## config.mk

```make
export PLATFORM = sky130hd
export DESIGN_NAME = tms_ctrl
export DESIGN_NICKNAME = d
export VERILOG_FILES = /design/src/rtl/tms_pkg.sv /design/src/rtl/tms_ctrl.sv
export SDC_FILE = /design/constraint.sdc
export NUM_CORES = 1
export LEC_CHECK = 0
export BUFFER_PORTS_ARGS = -buffer_cell sky130_fd_sc_hd__buf_2
export CORE_AREA = 4 4 41 43
export CTS_BUF_LIST = sky130_fd_sc_hd__clkbuf_8
export CTS_CLUSTER_SIZE = 24
export DETAILED_ROUTE_END_ITERATION = 10
export DIE_AREA = 0 0 45 47
export PLACE_DENSITY = 0.7
export SYNTH_ARGS = -nofsm -noshare
export SYNTH_HDL_FRONTEND = slang
export SYNTH_SLANG_ARGS = --single-unit
export TNS_END_PERCENT = 10
```

## constraint.sdc

```tcl
create_clock -name clk_i -period 1.7 [get_ports clk_i]
set_input_delay 0 -clock clk_i [delete_from_list [all_inputs] [get_ports clk_i]]
set_output_delay 0 -clock clk_i [all_outputs]
set_load 0.03 [all_outputs]
```

## src/rtl/tms_pkg.sv

```systemverilog
// Package for the Turing machine stepper: sizes, command codes, rule layout
// and the command and status bundles between controller and datapath.
// No dependencies.
`timescale 1ns / 1ps
`default_nettype none

package tms_pkg;

  localparam int TAPE_DEPTH = 1024;
  localparam int RULE_DEPTH = 128;
  localparam int STATE_BITS = 8;

  localparam int TAPE_AW = $clog2(TAPE_DEPTH);
  localparam int RULE_AW = $clog2(RULE_DEPTH);
  localparam int SCAN_W  = $clog2(RULE_DEPTH + 2);

  localparam logic [2:0] OP_LOAD    = 3'd0;
  localparam logic [2:0] OP_WRITE   = 3'd1;
  localparam logic [2:0] OP_STEP    = 3'd2;
  localparam logic [2:0] OP_READ    = 3'd3;
  localparam logic [2:0] OP_RESTART = 3'd4;

  localparam logic [1:0] MOVE_RIGHT = 2'd1;
  localparam logic [1:0] MOVE_LEFT  = 2'd2;

  localparam logic [1:0] RUN_ACTIVE   = 2'd0;
  localparam logic [1:0] RUN_HALTED   = 2'd1;
  localparam logic [1:0] RUN_NO_RULE  = 2'd2;
  localparam logic [1:0] RUN_OFF_TAPE = 2'd3;

  localparam logic [1:0] CFG_HALT_CODE  = 2'd0;
  localparam logic [1:0] CFG_START_CODE = 2'd1;
  localparam logic [1:0] CFG_RULE_COUNT = 2'd2;

  localparam logic [7:0] BLANK_SYMBOL = 8'd95;
  localparam logic [7:0] HALT_RESET   = 8'd255;
  localparam logic [7:0] START_RESET  = 8'd0;
  localparam logic [7:0] COUNT_RESET  = 8'd0;

  typedef struct packed {
    logic [STATE_BITS-1:0] m_state;
    logic [7:0]            m_sym;
    logic [7:0]            w_sym;
    logic [1:0]            move;
    logic [STATE_BITS-1:0] next;
  } rule_t;

  typedef struct packed {
    logic clr_wr;
    logic latch;
    logic rule_wr;
    logic cell_wr;
    logic restart;
    logic set_halted;
    logic scan_start;
    logic sym_load;
    logic scan_next;
    logic apply;
    logic set_no_rule;
    logic read_addr;
  } tms_cmd_t;

  typedef struct packed {
    logic [2:0] op;
    logic       stopped;
    logic       at_halt;
    logic       clr_last;
    logic       scan_end;
    logic       match;
  } tms_stat_t;

endpackage

`default_nettype wire

```

## src/rtl/tms_ctrl.sv

```systemverilog
// Controller of the Turing machine stepper: sequences the tape clear after
// reset, each item's operation, the rule scan and the result strobe.
// Depends on tms_pkg.
`timescale 1ns / 1ps
`default_nettype none

module tms_ctrl
  import tms_pkg::*;
(
  input  wire logic      clk_i,
  input  wire logic      rst_ni,
  input  wire logic      start,
  output logic           busy,
  output logic           done_o,
  input  wire tms_stat_t stat_i,
  output tms_cmd_t       cmd_o
);

  typedef enum logic [6:0] {
    S_CLEAR = 7'b0000001,
    S_IDLE  = 7'b0000010,
    S_EXEC  = 7'b0000100,
    S_SYM   = 7'b0001000,
    S_SCAN  = 7'b0010000,
    S_READ  = 7'b0100000,
    S_OUT   = 7'b1000000
  } state_e;

  state_e state_q, state_d;

  always_comb begin
    state_d = state_q;
    cmd_o   = '0;
    unique case (state_q)
      S_CLEAR: begin
        cmd_o.clr_wr = 1'b1;
        if (stat_i.clr_last) begin
          state_d = S_IDLE;
        end
      end
      S_IDLE: begin
        if (start) begin
          cmd_o.latch = 1'b1;
          state_d     = S_EXEC;
        end
      end
      S_EXEC: begin
        state_d = S_READ;
        unique case (stat_i.op)
          OP_LOAD:    cmd_o.rule_wr = 1'b1;
          OP_WRITE:   cmd_o.cell_wr = 1'b1;
          OP_RESTART: cmd_o.restart = 1'b1;
          OP_STEP: begin
            if (!stat_i.stopped) begin
              if (stat_i.at_halt) begin
                cmd_o.set_halted = 1'b1;
              end else begin
                cmd_o.scan_start = 1'b1;
                state_d          = S_SYM;
              end
            end
          end
          default: ;
        endcase
      end
      S_SYM: begin
        cmd_o.sym_load  = 1'b1;
        cmd_o.scan_next = 1'b1;
        state_d         = S_SCAN;
      end
      S_SCAN: begin
        if (stat_i.scan_end) begin
          cmd_o.set_no_rule = 1'b1;
          state_d           = S_READ;
        end else if (stat_i.match) begin
          cmd_o.apply = 1'b1;
          state_d     = S_READ;
        end else begin
          cmd_o.scan_next = 1'b1;
        end
      end
      S_READ: begin
        cmd_o.read_addr = stat_i.op == OP_READ;
        state_d         = S_OUT;
      end
      S_OUT: begin
        state_d = S_IDLE;
      end
      default: begin
        state_d = S_IDLE;
      end
    endcase
  end

  always_ff @(posedge clk_i or negedge rst_ni) begin
    if (!rst_ni) begin
      state_q <= S_CLEAR;
    end else begin
      state_q <= state_d;
    end
  end

  assign busy   = state_q != S_IDLE;
  assign done_o = state_q == S_OUT;

  a_onehot: assert property (@(posedge clk_i) disable iff (!rst_ni) $onehot(state_q))
    else $error("controller state is not one-hot");

  a_out_after_read: assert property (@(posedge clk_i) disable iff (!rst_ni)
    state_q == S_OUT |-> $past(state_q) == S_READ)
    else $error("result strobe without a preceding tape read");

  a_accept_exec: assert property (@(posedge clk_i) disable iff (!rst_ni)
    (state_q == S_IDLE && start) |=> state_q == S_EXEC)
    else $error("accepted item did not start execution");

  a_single_tape_write: assert property (@(posedge clk_i) disable iff (!rst_ni)
    !(cmd_o.clr_wr && (cmd_o.cell_wr || cmd_o.apply)))
    else $error("tape clear overlaps another tape write");

endmodule

`default_nettype wire

```

# After elaboration in Yosys (flattened, before gate mapping)
# Index checks and enable logic that the tools add are counted.
[word_totals]
ff_bits = 7
input_bits = 11
out_inout_bits = 14
wordCells = 45
[classes]
n_eq_ne = 15
n_mux = 27
n_reduce_logical = 2
[op_table]
columns = ["op", "n"]
rows = [
  ["$pmux 7 s6", 1],
  ["$mux 7", 4],
  ["$mux 6", 3],
  ["$mux 1", 13],
  ["$mux 2", 4],
  ["$eq 7x1->1 const B", 1],
  ["$eq 7x2->1 const B", 1],
  ["$eq 7x3->1 const B", 1],
  ["$eq 7x4->1 const B", 1],
  ["$eq 7x5->1 const B", 1],
  ["$eq 7x6->1 const B", 1],
  ["$eq 7x7->1 const B", 1],
  ["$ne 7x2->1 const B", 1],
  ["$eq 3x2->1 const B", 2],
  ["$mux 5", 1],
  ["$ne 2x2->1 const B", 2],
  ["$eq 3x1->1 const B", 1],
  ["$eq 3x3->1 const B", 1],
  ["$logic_not 3->1", 1],
  ["$ne 3x3->1 const B", 1],
  ["$reduce_and 3->1", 1],
  ["$pmux 1 s2", 1],
]

# Longest topological paths before layout
# Gate-level depths: netlist of the first run.
[logic_depth]
depth_word = 4
depth_mapped = 4
ltp_nobuf = 4

# Worst setup path before layout of the first run
# OpenSTA, ideal clock, no wires.
[synth_timing]
kind = "register to output"
from = "register state_q[4]"
to = "output cmd_o[9] (netlist name)"
arrival_ps = 1822
required_ps = 1700
slack_ps = -122
path_stages_with_launch = 4
path_buffers = 0
cell_sequence = "dfrtp_1 > nor3_4 > nand4b_4 > nor4_1"
[synth_rtl]
columns = ["item", "line_no", "rtl"]
rows = [
  ["from (decl)", "tms_ctrl.sv:29", "state_e state_q, state_d;"],
  ["from (signal assigned)", "tms_ctrl.sv:99", "state_q <= state_d;"],
  ["to (decl)", "tms_ctrl.sv:16", "output tms_cmd_t cmd_o"],
]

==> flow_summary.toml, run 1 <==
[run_status]
outcome = "complete, no violations"

[cts]
cts_sinks = 7
clk_latency_ns = 0.23
numCtsBuffers = 3
clk_pin_slew_worst_paths_ns = 0.04
h-tree-depth = 1
cts_tree = "done"
cts_max_path_buffers = 2
clock-root-buffer = "clkbuf_8"

[logic_synthesis]
synthTopCellsByArea = "dfrtp_1, nor2_1, nor4b_2"
ys_ff_latch = 7
synth_top_cell_area_share_pct = 28.6
synth_area_um2 = 524
syn_nets = 62
ys_warn_count = 0
synth_seq_area_share_pct = 33.7
synth_top_area_cell = "dfrtp_1"
synth_cells = 51
syn-mean-instance-area_um2 = 10.3
ys_types = 28

[final_layout]
drive_gt1_share_pct = 56.3
insertedDiodeCount = 0
layout.nets = 99
area_growth_pct = 50.8
max_flop_register = "state_q"
fillers = 117
largest_register_ffs = 7
reg_top3 = "state_q x7"
utilization_pct = 60.8

[global_route]
grt.met3_usage_pct = 4.60
use_met2_pct = 19.2
grt-busiest-layer = "met2"
grt_max_degree = 9
grt_pass1_wl_um = 1880
overflow = 0
gr-usage-met1_pct = 15.4
grtUsageTotal_pct = 13.1
antenna_found_initial = 0
grt_pass1_vias = 425

[floorplan]
initial_core_util_pct = 40.3
dieArea_mm2 = 0.00212
die_x_um = 45
die_h_um = 47
io-pin-count = 25
row_count = 13
core_area_mm2 = 0.00130

[route]
ant_nets = 0
via_per_inst = 4.99
vias = 509
wl_per_cell_um = 12.4
drc = 0
routed_wl_um = 1270
drt_iter0_drc = 8
drt-pass1-iter-count = 4

[worst_setup_path]
cp-start-kind = "flop"
critical_path_class = "flop to primary output"
cp_cell_sequence = "nor3_4, nand4b_4, nor4b_2, buf_4"
r2r_setup_slack_ns = 0.21
crit_fanout = 7
arrival_ns = 1.62
critical_path.slowest_cell = "dfrtp_1"
endpoint_kind = "primary output"
reg2reg_depth = 5
cp_data_required_time_ns = 1.70
slowest_delay_ns = 0.42

[timing]
setup_viol = 0
slew-limit-headroom_pct = 71.2
min_period_ns = 1.62
clock.fmax_mhz = 619
fin_hold_ws_ns = 0.0621
worst_slack_ns = 0.0833
worstMarginPinSlew_ns = 0.426
fin_crit_sh_pct = 95.1
hold_viol = 0
rsz0062_at_grt = "no"
finClkSkew_ns = 0.00350
finalMaxSlewViolations = 0

[power]
p_comb_share_pct = 46.5
seq_power_share_pct = 27.7
clkPwrFrac_pct = 25.7
p_sw_share_pct = 40.0
p_int_w = 0.000547
switching_power_w = 0.000365
leakagePower_nw = 0.398
fin_total_pwr_w = 0.000912
vdd_ir_drop_max_uv = 761
powerDensity_mw_per_mm2 = 1150

[hold_path]
worst_hold_path_type = "input port to flop"
hold_path_depth = 3

[job]
cap_violations = 0

[place]
io_buffer_count = 24
hpwl_um = 967
dpl_worst_slack_ns = 0.191
place_congestion = 0.829
==> layout make-up <==
class | count | area (um^2) | share of cell area, %
flip-flops and latches | 7 | 178 | 22.5
multi-input cells | 41 | 348 | 44.0
inverters | 3 | 11.3 | 1.42
clock inverters | 1 | 3.75 | 0.475
well taps | 15 | 18.8 | 2.37
clock buffers | 3 | 41.3 | 5.22
repair buffers | 32 | 190 | 24.1
==> kinds of logic after synthesis <==
group	count (synthesis)	synth area share, %
flip-flops	7	33.7
XOR/XNOR	1	1.67
AO/OA/AOI/OAI	8	11.7
AND/OR/NAND/NOR	32	50.8
buffers and inverters	3	2.15
==> power by group through the flow <==
stage / Clock, W / Combinational (W) / Sequential, W
CTS: 0.000240 / 0.000405 / 0.000249
finish: 0.000235 / 0.000424 / 0.000253
global placement: 0 / 0.000379 / 0.000249
detailed placement: 0 / 0.000387 / 0.000251
global route: 0.000251 / 0.000457 / 0.000257
floorplan: 0 / 0.000305 / 0.000242
==> placed cells by master (no fill, tap or decap), types with 2 or more instances in the layout <==
cell type      netlist  layout
buf_2                0      22
o21bai_1             2       2
inv_1                3       4
nor4b_2              2       2
dfrtp_1              6       5
nor2_4               1       2
nor2_1               9       9
nand2b_4             2       2
and4b_1              2       2
a21oi_2              2       2
dlygate4sd3_1        0       2
clkbuf_8             0       3
buf_4                0       8
nand2b_1             2       2
nand2_1              2       2
nor4b_1              2       2
==> metrics by stage <==
| stage | cell area, um^2 | setup TNS [ns] | std cells |
|---|---|---|---|
| 4_1_cts | 749 | 0 | 98 |
| 5_1_grt | 791 | 0 | 102 |
| 6_report | 791 | 0 | 102 |
| 2_1_floorplan | 531 | -0.0613 | 51 |
| 3_3_place_gp | 677 | 0 | 91 |
| 3_5_place_dp | 677 | 0 | 91 |
==> cells in the mapped netlist, drive strengths merged <==
master and instances:
nor4b 4, nand4b 3, o22ai 1, o311ai 1, or2 1, nand2b 4, o2111ai 1, nor4 1
o21ai 1, nor2 11, nor3 2, xor2 1, nand4 1, inv 3, dfrtp 6, nand2 2
nor3b 1, a21oi 2, and4b 2, o21bai 2, dfstp 1
==> critical path, delay by kind of cell (launching register included) <==
| kind | cells | cell delay, ns |
|---|---|---|
| flip-flops | 1 | 0.42 |
| AND/OR/NAND/NOR | 3 | 0.77 |
| buffers and inverters | 1 | 0.20 |
==> per-layer routing <==
| layer | part of all wire [%] | wire, um | up-vias |
|---|---|---|---|
| met5 | 0 | 0 | - |
| met4 | 3.2 | 41 | 0 |
| met3 | 5.0 | 64 | 4 |
| met2 | 49 | 621 | 10 |
| met1 | 43 | 540 | 232 |
| li1 | - | - | 263 |
==> worst paths after layout <==
kind | start | to
worst max-delay path | state_q[5] | cmd_o[8]
worst min-delay path | start | state_q[2]
worst max register to register | state_q[5] | state_q[1]
worst min register to register | state_q[4] | state_q[6]
max in group asynchronous | rst_ni | state_q[0]
min in group asynchronous | rst_ni | state_q[4]
==> timing repair <==
item / 4_1_cts / 5_1_grt
setup endpoints to repair: 2 / 3
pin swaps: 1 / 2
hold buffers: 2 / 0
gates resized for setup: 0 / 5
endpoints found under the hold margin: 8 / 0
buffers inserted: 1 / 4
gates cloned: 0 / 0
No activity file was read; power rests on OpenSTA's default activity.
==> run 2: changes to the inputs <==
--- a/config.mk
+++ b/config.mk
@@ -6,11 +6,12 @@
 export NUM_CORES = 1
 export LEC_CHECK = 0
 export BUFFER_PORTS_ARGS = -buffer_cell sky130_fd_sc_hd__buf_2
-export CORE_AREA = 4 4 41 43
+export CORE_AREA = 2 2 39 41
 export CTS_BUF_LIST = sky130_fd_sc_hd__clkbuf_8
 export CTS_CLUSTER_SIZE = 24
 export DETAILED_ROUTE_END_ITERATION = 10
-export DIE_AREA = 0 0 45 47
+export DIE_AREA = 0 0 41 43
+export HOLD_SLACK_MARGIN = 0.03
 export PLACE_DENSITY = 0.7
 export SYNTH_ARGS = -nofsm -noshare
 export SYNTH_HDL_FRONTEND = slang
==> run 2 against run 1 <==
- worst setup slack got worse by 0.026 ns
- routed wire length rose by 0.24%
- flip-flop and latch count did not move
- sequential power fell by 2%
- hold slack improved by 0.013 ns
- count of clock-buffer cells in the layout did not move
- first-iteration DRC count rose by 50%
- via count rose by 0.98%
- cell area fell by 1.7%
==> flow_summary.toml, run 2 (synthesis results as in run 1) <==
[floorplan]
dieArea_mm2 = 0.00176
die_h_um = 43
row_count = 14
io-pin-count = 25
die_x_um = 41
core_area_mm2 = 0.00138
initial_core_util_pct = 37.9

[global_route]
grt_pass1_wl_um = 2000
grt_max_degree = 9
grtUsageTotal_pct = 16.6
overflow = 0
antenna_found_initial = 0
grt_pass1_vias = 484

[final_layout]
final_common_cell = "buf_2"
instances_no_fill = 100
reg_top3 = "state_q x7"
fillers = 122
seq_area_um2 = 178
max_flop_register = "state_q"
fin_area_um2 = 777
largest_register_ffs = 7
insertedDiodeCount = 0
area_growth_pct = 48.2
drive_gt1_share_pct = 54.8
multi_input_area_um2 = 352
layout.nets = 96
mostFrequentLayoutCells = "buf_2, nor2_1, dfrtp_1, inv_1, buf_4"

[timing]
fin_hold_ws_ns = 0.0748
worstMarginPinSlew_ns = 0.404
finalMaxSlewViolations = 0
hold_viol = 0
slew-limit-headroom_pct = 72.7
min_period_ns = 1.64
finClkSkew_ns = 0.00446
setup_viol = 0
rsz0062_at_grt = "no"
worst_slack_ns = 0.0576
fin_crit_sh_pct = 96.6
clock.fmax_mhz = 609

[cts]
cts_sinks = 7
clk_pin_slew_worst_paths_ns = 0.04
clk_latency_ns = 0.22
clock-root-buffer = "clkbuf_8"
cts_max_path_buffers = 2
cts_tree = "done"
numCtsBuffers = 3
h-tree-depth = 1

[worst_setup_path]
arrival_ns = 1.64
cp-startpoint = "state_q[6]"
cp_data_required_time_ns = 1.70
endpoint_kind = "primary output"
r2r_setup_slack_ns = 0.30
reg2reg_from = "state_q[3]"
reg2reg_depth = 4
endpoint = "cmd_o[7]"
critical_path_class = "flop to primary output"
r2r-end = "state_q[1]"
cp-start-kind = "flop"
crit_fanout = 8

[route]
via_per_inst = 5.14
ant_nets = 0
routed_wl_um = 1270
drc = 0
vias = 514
wl_per_cell_um = 12.7
drt-pass1-iter-count = 4
drt_iter0_drc = 12

[place]
place_congestion = 0.703
io_buffer_count = 24
placed_area_um2 = 678
dpl_worst_slack_ns = 0.201
hpwl_um = 968
placedCellCount = 92

[hold_path]
worst_hold_path_type = "input port to flop"

[power]
powerDensity_mw_per_mm2 = 1150
leakagePower_nw = 0.388
vdd_ir_drop_max_uv = 571

[job]
cap_violations = 0

[run_status]
outcome = "complete, no violations"
-- run 2: changes by cell type in the layout (fill, tap and decap cells not counted), sizes merged --
cell / before / now
buf: 30 / 27
-- run 2: timing repair --
action                                  CTS  global route
gates resized for setup                   0             7
setup buffers                             0             2
hold endpoints to repair                  8             0
pin swaps                                 1             2
endpoints found under the setup margin    2             2
hold buffers                              2             0
-- run 2: worst max-delay path, cell delays in order, from the launching register on --
cell and delay (ns):
dfrtp_1 0.42, nor3_4 0.30, nand4b_4 0.22, nor4b_2 0.28, buf_4 0.21
-- run 2: worst min path at each step --
stage	from	to	slack (ns)	cells past startpoint
2_1_floorplan	rst_ni	state_q[1]	-0.30	0
3_3_place_gp	rst_ni	state_q[4]	-0.16	1
3_5_place_dp	rst_ni	state_q[2]	-0.16	1
4_1_cts	stat_i[0]	state_q[4]	0.07	3
5_1_grt	stat_i[0]	state_q[4]	0.09	3
6_report	stat_i[0]	state_q[4]	0.07	3
-- run 2: cell type report --
type                       count  area share (%)
multi-input combinational     41            45.2
sequential                     7            22.9
timing repair buffer          29            22.1
clock buffer                   3            5.31
tap                           16            2.58
inverter                       3            1.45
clock inverter                 1           0.483
-- run 2: layer usage --
| metal | GRT usage (%) | up-vias | share of wire (%) |
|---|---|---|---|
| met5 | 0 | - | 0 |
| met4 | 8.00 | 0 | 0 |
| met3 | 3.14 | 0 | 2.0 |
| met2 | 27.5 | 8 | 56 |
| met1 | 19.3 | 249 | 42 |
| li1 | - | 257 | - |
-- run 2: stage by stage --
| stage | utilization, % | power (W) | TNS (ns) |
|---|---|---|---|
| final | 56.1 | 0.000893 | 0 |
| after global routing | 56.1 | 0.000946 | 0 |
| after CTS | 53.7 | 0.000873 | 0 |
| after detailed placement | 49.0 | 0.000641 | 0 |
| after global placement | 49.0 | 0.000632 | 0 |
| after floorplan | - | 0.000548 | -0.0613 |
-- run 2: where the power goes --
part / internal (W) / switching [W] / total [W]
Clock: 0.000156 / 0.0000687 / 0.000224
Sequential: 0.000198 / 0.0000500 / 0.000248
Combinational: 0.000184 / 0.000237 / 0.000421
